==> src/hdl/sdbrr_pkg.sv <==
// ----------------------------------------------------------------------------
// sdbrr_pkg
// Types, sizes and helper functions shared by the dead-block RRIP engine.
// ----------------------------------------------------------------------------
package sdbrr_pkg;

   localparam int NUM_SETS     = 2048;
   localparam int NUM_WAYS     = 16;
   localparam int SIG_WIDTH    = 6;
   localparam int PSEL_WIDTH   = 10;
   localparam int LEADER_SETS  = 32;

   localparam int SET_W        = $clog2(NUM_SETS);
   localparam int WAY_W        = $clog2(NUM_WAYS);
   localparam int BLK_W        = SET_W + WAY_W;
   localparam int SIG_ENTRIES  = 1 << SIG_WIDTH;
   localparam int ROW_W        = NUM_WAYS * 2;

   localparam logic [PSEL_WIDTH-1:0] PSEL_MID = PSEL_WIDTH'(1 << (PSEL_WIDTH - 1));
   localparam logic [PSEL_WIDTH-1:0] PSEL_MAX = '1;
   localparam logic [15:0]           DECAY_RESET = 16'd4096;

   localparam logic [1:0] RRPV_DIST  = 2'd3;
   localparam logic [1:0] RRPV_LONG  = 2'd2;
   localparam logic [1:0] RRPV_NEAR  = 2'd0;
   localparam logic [1:0] DEAD_RESET = 2'd2;
   localparam logic [1:0] SCTR_RESET = 2'd1;

   typedef enum logic {
      ACT_VICTIM = 1'b0,
      ACT_UPDATE = 1'b1
   } action_type;

   typedef struct packed {
      logic       action;
      logic [10:0] set_index;
      logic [3:0] way;
      logic [7:0] pc_bits;
      logic       hit;
   } req_type;

   typedef struct packed {
      logic [3:0] victim_way;
      logic [1:0] insert_rrpv;
      logic       is_victim_reply;
   } rsp_type;

   typedef enum logic [3:0] {
      ST_CLEAR,
      ST_IDLE,
      ST_VREAD,
      ST_VAGE,
      ST_DECAY_RD,
      ST_DECAY_WR,
      ST_UREAD,
      ST_SIGRD,
      ST_UWRITE,
      ST_RESP
   } state_type;

   // Control from the sequencer to the storage.
   typedef struct packed {
      logic             clr_we;
      logic [SET_W-1:0] row_addr;
      logic             decay_we;
   } mem_ctl_type;

   // Saturating decrement of every nonzero 2-bit counter in a row.
   function automatic logic [ROW_W-1:0] decay_row(input logic [ROW_W-1:0] r);
      logic [ROW_W-1:0] o;
      for (int i = 0; i < NUM_WAYS; i++) begin
         o[2*i +: 2] = (r[2*i +: 2] != 2'd0) ? r[2*i +: 2] - 2'd1 : 2'd0;
      end
      return o;
   endfunction

endpackage

==> src/hdl/sdbrr_ager.sv <==
// ----------------------------------------------------------------------------
// sdbrr_ager
// Ages one set's RRPV row so that its largest entry becomes 3 and finds
// the lowest way holding 3.
// ----------------------------------------------------------------------------
module sdbrr_ager
   import sdbrr_pkg::*;
(
   input  logic [ROW_W-1:0] row_in,
   output logic [ROW_W-1:0] row_out,
   output logic [WAY_W-1:0] victim
);

   logic [1:0] top;

   always_comb begin
      top = 2'd0;
      for (int i = 0; i < NUM_WAYS; i++) begin
         if (row_in[2*i +: 2] > top) top = row_in[2*i +: 2];
      end
      for (int i = 0; i < NUM_WAYS; i++) begin
         row_out[2*i +: 2] = row_in[2*i +: 2] + (RRPV_DIST - top);
      end
      victim = '0;
      for (int i = NUM_WAYS - 1; i >= 0; i--) begin
         if (row_out[2*i +: 2] == RRPV_DIST) victim = WAY_W'(i);
      end
   end

endmodule

==> config.mk <==
export PLATFORM = sky130hd
export DESIGN_NAME = sdbrr_ager
export DESIGN_NICKNAME = d
export VERILOG_FILES = /design/src/hdl/sdbrr_pkg.sv /design/src/hdl/sdbrr_ager.sv
export SDC_FILE = /design/constraint.sdc
export NUM_CORES = 1
export LEC_CHECK = 0
export ABC_CLOCK_PERIOD_IN_PS = 15600
export BUFFER_PORTS_ARGS = -buffer_cell sky130_fd_sc_hd__buf_2
export CAP_MARGIN = 20
export CORE_MARGIN = 4
export CORE_UTILIZATION = 46
export DETAILED_ROUTE_END_ITERATION = 12
export MAX_ROUTING_LAYER = met4
export PLACE_DENSITY = 0.8
export SKIP_LAST_GASP = 1
export SYNTH_ARGS = -nofsm -noshare
export SYNTH_HDL_FRONTEND = slang
export SYNTH_SLANG_ARGS = --single-unit
==> constraint.sdc <==
create_clock -name vclk -period 15.6
set_input_delay 0.78 -clock vclk [all_inputs]
set_output_delay 0.78 -clock vclk [all_outputs]
set_load 0.005 [all_outputs]
## Yosys cells after proc, flatten, opt, wreduce, memory -nomap -nowiden

Index checks and enable logic that the tools add are counted.
W data, S select, Z words.

- Output and inout bits: 36
- Input port bits: 32
- Register bits: 0
- Word-level logic and storage cells: 81

- Mux-type cells: 32
- Add/subtract/negate cells: 17
- Eq/ne operators: 16
- Magnitude comparators: 16

Operators with widths:

| kind | number |
|---|---|
| $mux W4 | 16 |
| $add A2 B2 Y2 | 16 |
| $eq A2 B2 Y1 const B | 16 |
| $mux W2 | 16 |
| $gt A2 B2 Y1 | 15 |
| $gt A2 B1 Y1 const B | 1 |
| $sub A2 B2 Y2 const A | 1 |

## Depth between registers and ports, before layout

Gate-level depths: netlist (run 1).

- Word-level depth: 51
- Mapped depth: 81

## Worst setup path before layout (run 1)

No wires, ideal clock.

- Path kind: input -> output
- Start: input port row_in[3]
- End: output port victim[2]
- Arrival time: 14.410 ns
- Stages on the path: 78
- Path slack: 0.410 ns
- Data required time: 14.820 ns
- Path through: clkbuf_1 > inv_1 > ha_1 > or2_4 > a221oi_4 > a211o_1 > ha_1 > nand2b_1 > a221o_1 > o21a_1 > ha_1 > o21bai_1 > a21oi_1 > a31oi_1 > ha_1 > nor2b_1 > o2111ai_1 > nand3_1 > (+42 left out) > inv_1 > ha_1 > nor2_1 > o21ai_0 > o32ai_1 > a21oi_1 > a221oi_4 > ha_1 > nor2b_1 > o21ai_1 > nor2_1 > a21oi_4 > buf_6 > xnor2_2 > inv_2 > a221o_1 > a21oi_2 > a21boi_2

- Elaborated cells on any way between the ends: 79

RTL lines:

| item | RTL line | text |
|---|---|---|
| start: declaration | sdbrr_ager.sv:9 | `input logic [ROW_W-1:0] row_in,` |
| $gt A2 B2 Y1 | sdbrr_ager.sv:19 | `if (row_in[2*i +: 2] > top) top = row_in[2*i +: 2];` |
| $mux W2 * | sdbrr_ager.sv:19 |  |
| $gt A2 B2 Y1 | sdbrr_ager.sv:19 |  |
| $mux W2 * | sdbrr_ager.sv:19 |  |
| $gt A2 B2 Y1 | sdbrr_ager.sv:19 |  |
| $mux W2 * | sdbrr_ager.sv:19 |  |
| $gt A2 B2 Y1 | sdbrr_ager.sv:19 |  |
| $mux W2 * | sdbrr_ager.sv:19 |  |
| (+19 left out) | n/a |  |
| $mux W2 * | sdbrr_ager.sv:19 |  |
| $gt A2 B2 Y1 | sdbrr_ager.sv:19 |  |
| $mux W2 * | sdbrr_ager.sv:19 |  |
| $sub A2 B2 Y2 * | sdbrr_ager.sv:22 | `row_out[2*i +: 2] = row_in[2*i +: 2] + (RRPV_DIST - top);` |
| $add A2 B2 Y2 * | sdbrr_ager.sv:22 |  |
| net row_out[2] | sdbrr_ager.sv:10 | `output logic [ROW_W-1:0] row_out,` |
| $eq A2 B2 Y1 * | sdbrr_ager.sv:26 | `if (row_out[2*i +: 2] == RRPV_DIST) victim = WAY_W'(i);` |
| $mux W4 * (2 in series) | sdbrr_ager.sv:26 |  |
| end: declaration | sdbrr_ager.sv:11 | `output logic [WAY_W-1:0] victim` |

Mark *: on every way through the listed nets, which the timed path passes. The rest lies on a longest branch.

## Worst setup path in the final report (run 1)

- Start: input port row_in[3]
- End: output port victim[0]

- Word-level cells in the longest chain between the ends: 49
- Elaborated cells on any way between the ends: 79

Ends and longest elaborated chain:

| item | RTL line |
|---|---|
| $gt A2 B2 Y1 | sdbrr_ager.sv:19 |
| $mux W2 | sdbrr_ager.sv:19 |
| $gt A2 B2 Y1 | sdbrr_ager.sv:19 |
| $mux W2 | sdbrr_ager.sv:19 |
| $gt A2 B2 Y1 | sdbrr_ager.sv:19 |
| $mux W2 | sdbrr_ager.sv:19 |
| $gt A2 B2 Y1 | sdbrr_ager.sv:19 |
| $mux W2 | sdbrr_ager.sv:19 |
| (+19 left out) | n/a |
| $mux W2 | sdbrr_ager.sv:19 |
| $gt A2 B2 Y1 | sdbrr_ager.sv:19 |
| $mux W2 | sdbrr_ager.sv:19 |
| $sub A2 B2 Y2 | sdbrr_ager.sv:22 |
| $add A2 B2 Y2 | sdbrr_ager.sv:22 |
| $eq A2 B2 Y1 | sdbrr_ager.sv:26 |
| $mux W4 (15 in series) | sdbrr_ager.sv:26 |
| $mux W4 * | sdbrr_ager.sv:26 |

Every way passes the cells marked *; elsewhere a longest branch is shown, timed or not.

==> out/metrics.cfg, run 1 <==
[power]
p_leak_uw=0.00195
p_per_area_mw_per_mm2=124
irDropWorstVdd_mv=0.0737
p_clk_share_pct=0
power_frac_comb_pct=100.0
intPower_uw=242
p_sw_share_pct=47.9
seqPwrFrac_pct=0
p_sw_uw=222

[cells_and_area]
fin_area_sq_mm=0.00376
finalNetCount=537
fill_cells=360
clkbuf_count=0
multi_input_area_sq_mm=0.00271
n_antenna_cell=0
seq_cells=0
area_growth_pct=47.7
area.sequential_sq_um=0
drive_gt1_share_pct=44.6
final_util_pct=71.7

[floorplanning]
die_y_um=82.4
core_sq_mm=0.00524
pin_count=68
initial_utilization_pct=48.6
die_area_sq_mm=0.00678
rows=26
die_x_um=82.4

[timing]
hold_viol=0
clock.fmax_ghz=0.0637
setup_ws_ns=-0.0985
finalCriticalPeriod_ns=15.70
max_slew.worst_pin.slew_ns=0.463
setup_tns_ns=-0.0985
fin_crit_sh_pct=101
final-setup-viol-count=1
slew_headroom_pct=69.0
slew_viol_final=0

[place]
io_buffers=68
dp_hpwl_um=5600
place.gp.congestion=0.915
placed_area_sq_mm=0.00315

[synth]
yosys-top-cells-count=46 x ha_1, 46 x nand2_1, 40 x inv_1
seq_area_frac_synth_pct=0
yosys_warnings=0
postSynthCellCount=344
ys_types=59
syn_area_per_cell_sq_um=7.39
synth.area.top_cells=ha_1 23%, xnor2_1 11%, xor2_1 6.9%
syn_area_sq_mm=0.00254
synth.top_cell.area_share_pct=22.6
syn_nets=422
synth_top_area_cell=ha_1

[worst_setup_path]
path_class=in -> out
cp_slowest_stage_delay_ns=0.35
cp_data_arrival_time_ns=14.92
cp.required_ns=14.82
endpoint_kind=output pin
crit_slowest_cell=a221o_1
cp_top_family=compound AO/OA/AOI/OAI gates
crit_buf_inv=8
path_max_fanout=8
startpoint_type=input pin

[detailed_routing]
drtPass1Iterations=6
wl_um=8880
routed-via-count=3096
viasPerCell=5.87
drc=0
ant_nets=0
drtIter0Drc=197
wl_per_cell_um=16.8

[outcome]
outcome=complete, but fails checks
failed_checks=setup timing

[global_route]
grt_pass1_vias=2621
grt_pass1_wl_um=11400
antenna_found_initial=0
grt_max_degree=23
grt_use_total_pct=20.6
overflow=0

[flow_run]
cap_violations=0

[hold_path]
hold_path_depth=4
hp-class=in -> out
min_from=row_in[18]
min_to=row_out[19]

[clock_tree]
holdBufCountCts=0

==> worst max-delay path by stage <==
stage	slack, ns	start	cells after the start	endpoint
final	-0.1	row_in[3]	80	victim[0]
after global routing	-0.74	row_in[3]	82	victim[0]
after CTS	0.009	row_in[1]	81	victim[2]
after detailed placement	-0.24	row_in[1]	80	victim[1]
after global placement	0.12	row_in[1]	79	victim[1]
after floorplan	0.41	row_in[3]	78	victim[2]
==> timing repair <==
| action | CTS | global route |
|---|---|---|
| pin swaps | 4 | 45 |
| setup endpoints to repair | 4 | 36 |
| gates resized for setup | 8 | 85 |
| cloned | 0 | 0 |
| buffers inserted | 4 | 20 |
==> layout by cell type, fill, tap and decap left out, types with 7 or more instances in the layout <==
cell type / count
o21bai_2: 7
buf_2: 66
xor2_1: 20
xnor2_1: 30
ha_4: 8
mux2i_1: 10
nand2_1: 41
ha_1: 36
buf_4: 48
nand3_1: 8
inv_1: 35
==> tightest hold or removal path: stages <==
cell     delay, ns
buf_2         0.11
nand2_1       0.06
xnor2_1       0.05
buf_2         0.12
==> routing by layer <==
metal  wire length, um  share of wire, %  vias to the layer above  track usage, %
li1                  -                 -                     1423               -
met1              3450                39                     1451            25.7
met2              4490                51                      173            38.5
met3               530               6.0                       49           0.325
met4               404               4.6                        0            1.83
met5                 0                 0                        -               -
==> cell families (layout without fill, tap and decap cells) <==
family,count (synthesis),count (layout),synth area share (%)
simple gates,96,96,17.9
compound gates,81,81,26.1
xor+xnor,52,52,18.2
buf+inv,52,165,8.31
fa+ha+maj,46,46,22.6
mux,17,17,6.94
==> layout make-up <==
type / instances / share of cell area (%)
inverter: 43 / 4.43
multi-input combinational: 292 / 72.0
tap: 70 / 2.33
timing repair buffer: 122 / 21.2
==> power by group through the flow <==
stage,Clock (uW),Sequential (uW),Combinational [uW]
after floorplan,0,0,215
after global placement,0,0,340
after detailed placement,0,0,348
after CTS,0,0,360
after global routing,0,0,499
final,0,0,464
==> stage by stage <==
stage                     std cells  hold WS [ns]  total power (uW)  worst slack [ns]
final                           527          1.90               464           -0.0985
after global routing            527          1.93               499            -0.737
after CTS                       507          1.91               360           0.00887
after detailed placement        503          1.91               348            -0.238
after global placement          503          1.91               340             0.121
after floorplan                 344          1.66               215             0.410
No activity file was read; power rests on OpenSTA's default activity.
==> run 2: changes to the inputs <==
--- a/config.mk
+++ b/config.mk
@@ -5,14 +5,15 @@
 export SDC_FILE = /design/constraint.sdc
 export NUM_CORES = 1
 export LEC_CHECK = 0
-export ABC_CLOCK_PERIOD_IN_PS = 15600
+export ABC_CLOCK_PERIOD_IN_PS = 16010
 export BUFFER_PORTS_ARGS = -buffer_cell sky130_fd_sc_hd__buf_2
 export CAP_MARGIN = 20
 export CORE_MARGIN = 4
 export CORE_UTILIZATION = 46
 export DETAILED_ROUTE_END_ITERATION = 12
 export MAX_ROUTING_LAYER = met4
-export PLACE_DENSITY = 0.8
+export PLACE_DENSITY = 0.73
+export REMOVE_ABC_BUFFERS = 1
 export SKIP_LAST_GASP = 1
 export SYNTH_ARGS = -nofsm -noshare
 export SYNTH_HDL_FRONTEND = slang
==> constraint.sdc (replaced) <==
create_clock -name vclk -period 16.01
set_input_delay 0.8005 -clock vclk [all_inputs]
set_output_delay 0.8005 -clock vclk [all_outputs]
set_load 0.005 [all_outputs]
==> run 2 against run 1 <==
Net effect:
- the run now ends clean
- non-clock buffer count shrank 16
- hold slack gained 0.054 ns
- global-route usage shrank 1.0 points
- die area is the same
- critical path depth shrank 2
- critical path type unchanged
- largest cell class unchanged
==> out/metrics.cfg, run 2 (synthesized netlist as in run 1, its figures left out) <==
[worst_setup_path]
endpoint_kind=output pin
cp_slowest_stage_delay_ns=0.41
path_common_cell=ha_1
cp_data_arrival_time_ns=14.72
crit_slowest_cell=or3_1
path_class=in -> out
path_max_fanout=6
cp.required_ns=15.21
startpoint_type=input pin

[place]
placed_area_sq_mm=0.00309
io_buffers=68
dp_hpwl_um=5660
place_ws_ns=0.0626
place.gp.congestion=0.948

[detailed_routing]
routed-via-count=2781
drtPass1Iterations=4
viasPerCell=5.44
wl_per_cell_um=14.8
wl_um=7540
drtIter0Drc=97
drc=0
ant_nets=0

[floorplanning]
die_y_um=82.4
core_sq_mm=0.00524
die_area_sq_mm=0.00678
initial_utilization_pct=48.6
rows=26
die_x_um=82.4
pin_count=68

[cells_and_area]
fin_area_sq_mm=0.00355
n_antenna_cell=0
mostFrequentLayoutCells=67 x buf_2, 44 x nand2_1, 41 x ha_1, 38 x inv_1, 33 x buf_4
mostFrequentLayoutCell=buf_2
drive_gt1_share_pct=39.5
clkbuf_count=0
area_growth_pct=39.6
seq_cells=0
fill_cells=415
finalNetCount=521
final_util_pct=67.8
area.sequential_sq_um=0

[timing]
slew_viol_final=0
max_slew.worst_pin.slew_ns=0.472
fin_crit_sh_pct=96.9
setup_ws_ns=0.489
timing.hold.ws_ns=1.96
finalCriticalPeriod_ns=15.52
clock.fmax_ghz=0.0644
setup_tns_ns=0
hold_viol=0
slew_headroom_pct=68.4
final-setup-viol-count=0

[global_route]
grt_max_degree=23
grt_use_total_pct=19.6
overflow=0
grt_pass1_vias=2523
grt_pass1_wl_um=10700
antenna_found_initial=0

[clock_tree]
holdBufCountCts=0

[power]
p_leak_uw=0.00183
irDropWorstVdd_mv=0.0694
p_per_area_mw_per_mm2=117

[flow_run]
cap_violations=0

[hold_path]
hold_path_depth=4
hp-class=in -> out

[outcome]
outcome=finished, final reports clean

-- run 2: per-stage QoR --
stage          total power, uW  instances
2_1_floorplan              201        335
3_3_place_gp               319        495
3_5_place_dp               325        495
4_1_cts                    327        495
5_1_grt                    450        511
6_report                   414        511
-- run 2: worst max-delay path, delay by kind of cell --
kind | cells | cell delay (ns)
AND/OR/NAND/NOR | 23 | 3.42
adder cells (fa/ha/maj) | 15 | 3.45
buffers and inverters | 7 | 0.83
multiplexers | 4 | 0.98
AO/OA/AOI/OAI | 29 | 5.21
-- run 2: layer usage --
layer	GRT usage (%)	share of wire (%)	up-vias
met5	-	0	-
met4	0.664	1.1	0
met3	0.325	4.3	10
met2	37.6	52	92
met1	24.1	42	1282
li1	-	-	1397
-- run 2: path summary, 6_finish.rpt --
kind / slack (ns) / from / endpoint
worst max-delay path: 0.49 / row_in[1] / victim[0]
worst min-delay path: 1.96 / row_in[18] / row_out[19]
-- run 2: layout make-up --
| cell class | instances | area (sq um) | share of cell area, % |
|---|---|---|---|
| inverters | 43 | 161 | 4.54 |
| multi-input cells | 292 | 2640 | 74.3 |
| well taps | 70 | 87.6 | 2.47 |
| repair buffers | 106 | 664 | 18.7 |
-- run 2: power by group --
part           leakage, uW  total (uW)  switching (uW)  internal, uW
combinational      0.00183         414             201           213
sequential               0           0               0             0
clock                    0           0               0             0
-- run 2: what timing repair did --
| item | 4_1_cts | 5_1_grt |
|---|---|---|
| resized for setup | 0 | 64 |
| setup buffers | 0 | 15 |
| setup endpoints to repair | 0 | 34 |
==> run 3: changes to the inputs <==
--- a/config.mk
+++ b/config.mk
@@ -8,11 +8,13 @@
 export ABC_CLOCK_PERIOD_IN_PS = 16010
 export BUFFER_PORTS_ARGS = -buffer_cell sky130_fd_sc_hd__buf_2
 export CAP_MARGIN = 20
+export CELL_PAD_IN_SITES_DETAIL_PLACEMENT = 1
+export CELL_PAD_IN_SITES_GLOBAL_PLACEMENT = 1
 export CORE_MARGIN = 4
-export CORE_UTILIZATION = 46
+export CORE_UTILIZATION = 40
 export DETAILED_ROUTE_END_ITERATION = 12
 export MAX_ROUTING_LAYER = met4
-export PLACE_DENSITY = 0.73
+export PLACE_DENSITY = 0.86
 export REMOVE_ABC_BUFFERS = 1
 export SKIP_LAST_GASP = 1
 export SYNTH_ARGS = -nofsm -noshare
==> run 3 against run 2 <==
Net effect:
- power up 5.1%
- cell area is 1.1% higher
- worst setup slack worse by 0.32 ns
- wire length rose by 35%
- count of clock-buffer cells in the layout unchanged
- die area increased by 14%
- utilization shrank 8.6 points
- first-iteration DRC count up 2.1%
- fmax shrank 2.0%
==> out/metrics.cfg, run 3 (synthesized netlist as in run 1, its figures left out) <==
[place]
placed_area_sq_mm=0.00314
dp_hpwl_um=7100
io_buffers=68
place.gp.congestion=0.814
place_ws_ns=-0.406

[cells_and_area]
n_antenna_cell=0
drive_gt1_share_pct=40.8
multi_input_area_sq_mm=0.00262
mostFrequentLayoutCell=buf_2
fill_cells=756
area_growth_pct=41.2
seq_cells=0
clkbuf_count=0
finalNetCount=529
fin_area_sq_mm=0.00359
mostFrequentLayoutCells=67 x buf_2, 43 x buf_4, 42 x nand2_1, 40 x ha_1, 36 x inv_1
final_util_pct=59.3
area.sequential_sq_um=0

[global_route]
grt_pass1_wl_um=13800
grt_max_degree=23
grt_util_met2_pct=42.6
grt_pass1_vias=2960
antenna_found_initial=0
grt_use_total_pct=22.3
busiest_layer=met2
overflow=0
grt_use_met3_pct=0.941
use_met1_pct=25.7

[worst_setup_path]
path_max_fanout=7
path_common_cell=ha_1
cp_slowest_stage_delay_ns=0.39
crit_slowest_cell=a221o_1
cp_data_arrival_time_ns=15.04
endpoint_kind=output pin
path_class=in -> out
startpoint_type=input pin
cp.required_ns=15.21

[floorplanning]
pin_count=68
rows=28
die_x_um=87.7
die_y_um=87.7
core_sq_mm=0.00606
initial_utilization_pct=42.0
die_area_sq_mm=0.00770

[detailed_routing]
viasPerCell=5.70
drc=0
wl_um=10200
routed-via-count=2989
wl_per_cell_um=19.5
drtPass1Iterations=4
drtIter0Drc=99
ant_nets=0

[timing]
hold_viol=0
clock.fmax_ghz=0.0631
slew_viol_final=0
finalCriticalPeriod_ns=15.84
setup_ws_ns=0.166
slew_headroom_pct=62.8
max_slew.worst_pin.slew_ns=0.555
fin_crit_sh_pct=99.0
final-setup-viol-count=0

[flow_run]
cap_violations=0

[hold_path]
hp-class=in -> out

[power]
irDropWorstVdd_mv=0.0574
p_leak_uw=0.00186
p_per_area_mw_per_mm2=121

[outcome]
outcome=finished, final reports clean

[clock_tree]
holdBufCountCts=0

[run 3: changes by cell type in the layout (fill, tap and decap cells not counted), moves of 3 or more]
cell / delta
xnor2_1: +3
buf_4: +10
xnor2_2: -3
o21bai_2: +3
[run 3: final cells by class]
cell class | instances | share of cell area (%)
multi-input cells | 292 | 72.9
repair buffers | 114 | 19.9
inverters | 43 | 4.56
well taps | 75 | 2.61
[run 3: repair_timing]
item | in CTS | in global routing
endpoints found under the setup margin | 4 | 34
buffers inserted | 3 | 17
pin swaps | 5 | 28
resized for setup | 13 | 58
[run 3: per-stage QoR]
stage / hold WS, ns / power [uW] / std cells / setup TNS, ns
final: 1.97 / 436 / 524 / 0
after detailed placement: 1.96 / 351 / 504 / -1.59
after global routing: 2.00 / 469 / 524 / -2.07
after floorplan: 1.70 / 201 / 335 / 0
after CTS: 1.97 / 365 / 507 / 0
after global placement: 1.94 / 333 / 504 / 0
[run 3: report_power, final]
| part | leakage [uW] | internal, uW | switching [uW] | total, uW |
|---|---|---|---|---|
| sequential | 0 | 0 | 0 | 0 |
| combinational | 0.00186 | 216 | 219 | 436 |
| clock | 0 | 0 | 0 | 0 |
| total | 0.00186 | 216 | 219 | 436 |
[run 3: path summary, 6_finish.rpt]
kind                  startpoint           to  cells past startpoint
worst min-delay path  row_in[18]  row_out[19]                      4
worst max-delay path   row_in[1]    victim[0]                     81
[run 3: worst max-delay path, delay by kind of cell]
kind                       cells  cell delay [ns]
xor gates and xnor gates       1             0.39
adders and majority gates     15             3.91
and+or+nand+nor               27             3.37
buffers and inverters          7             0.78
muxes                          2             0.64
AOI/OAI and AO/OA             29             5.09
[run 3: routing by layer]
layer	vias to the layer above	share of wire [%]
met4	0	2.0
met2	83	55
li1	1412	-
met1	1474	40
met3	20	3.7
met5	-	0
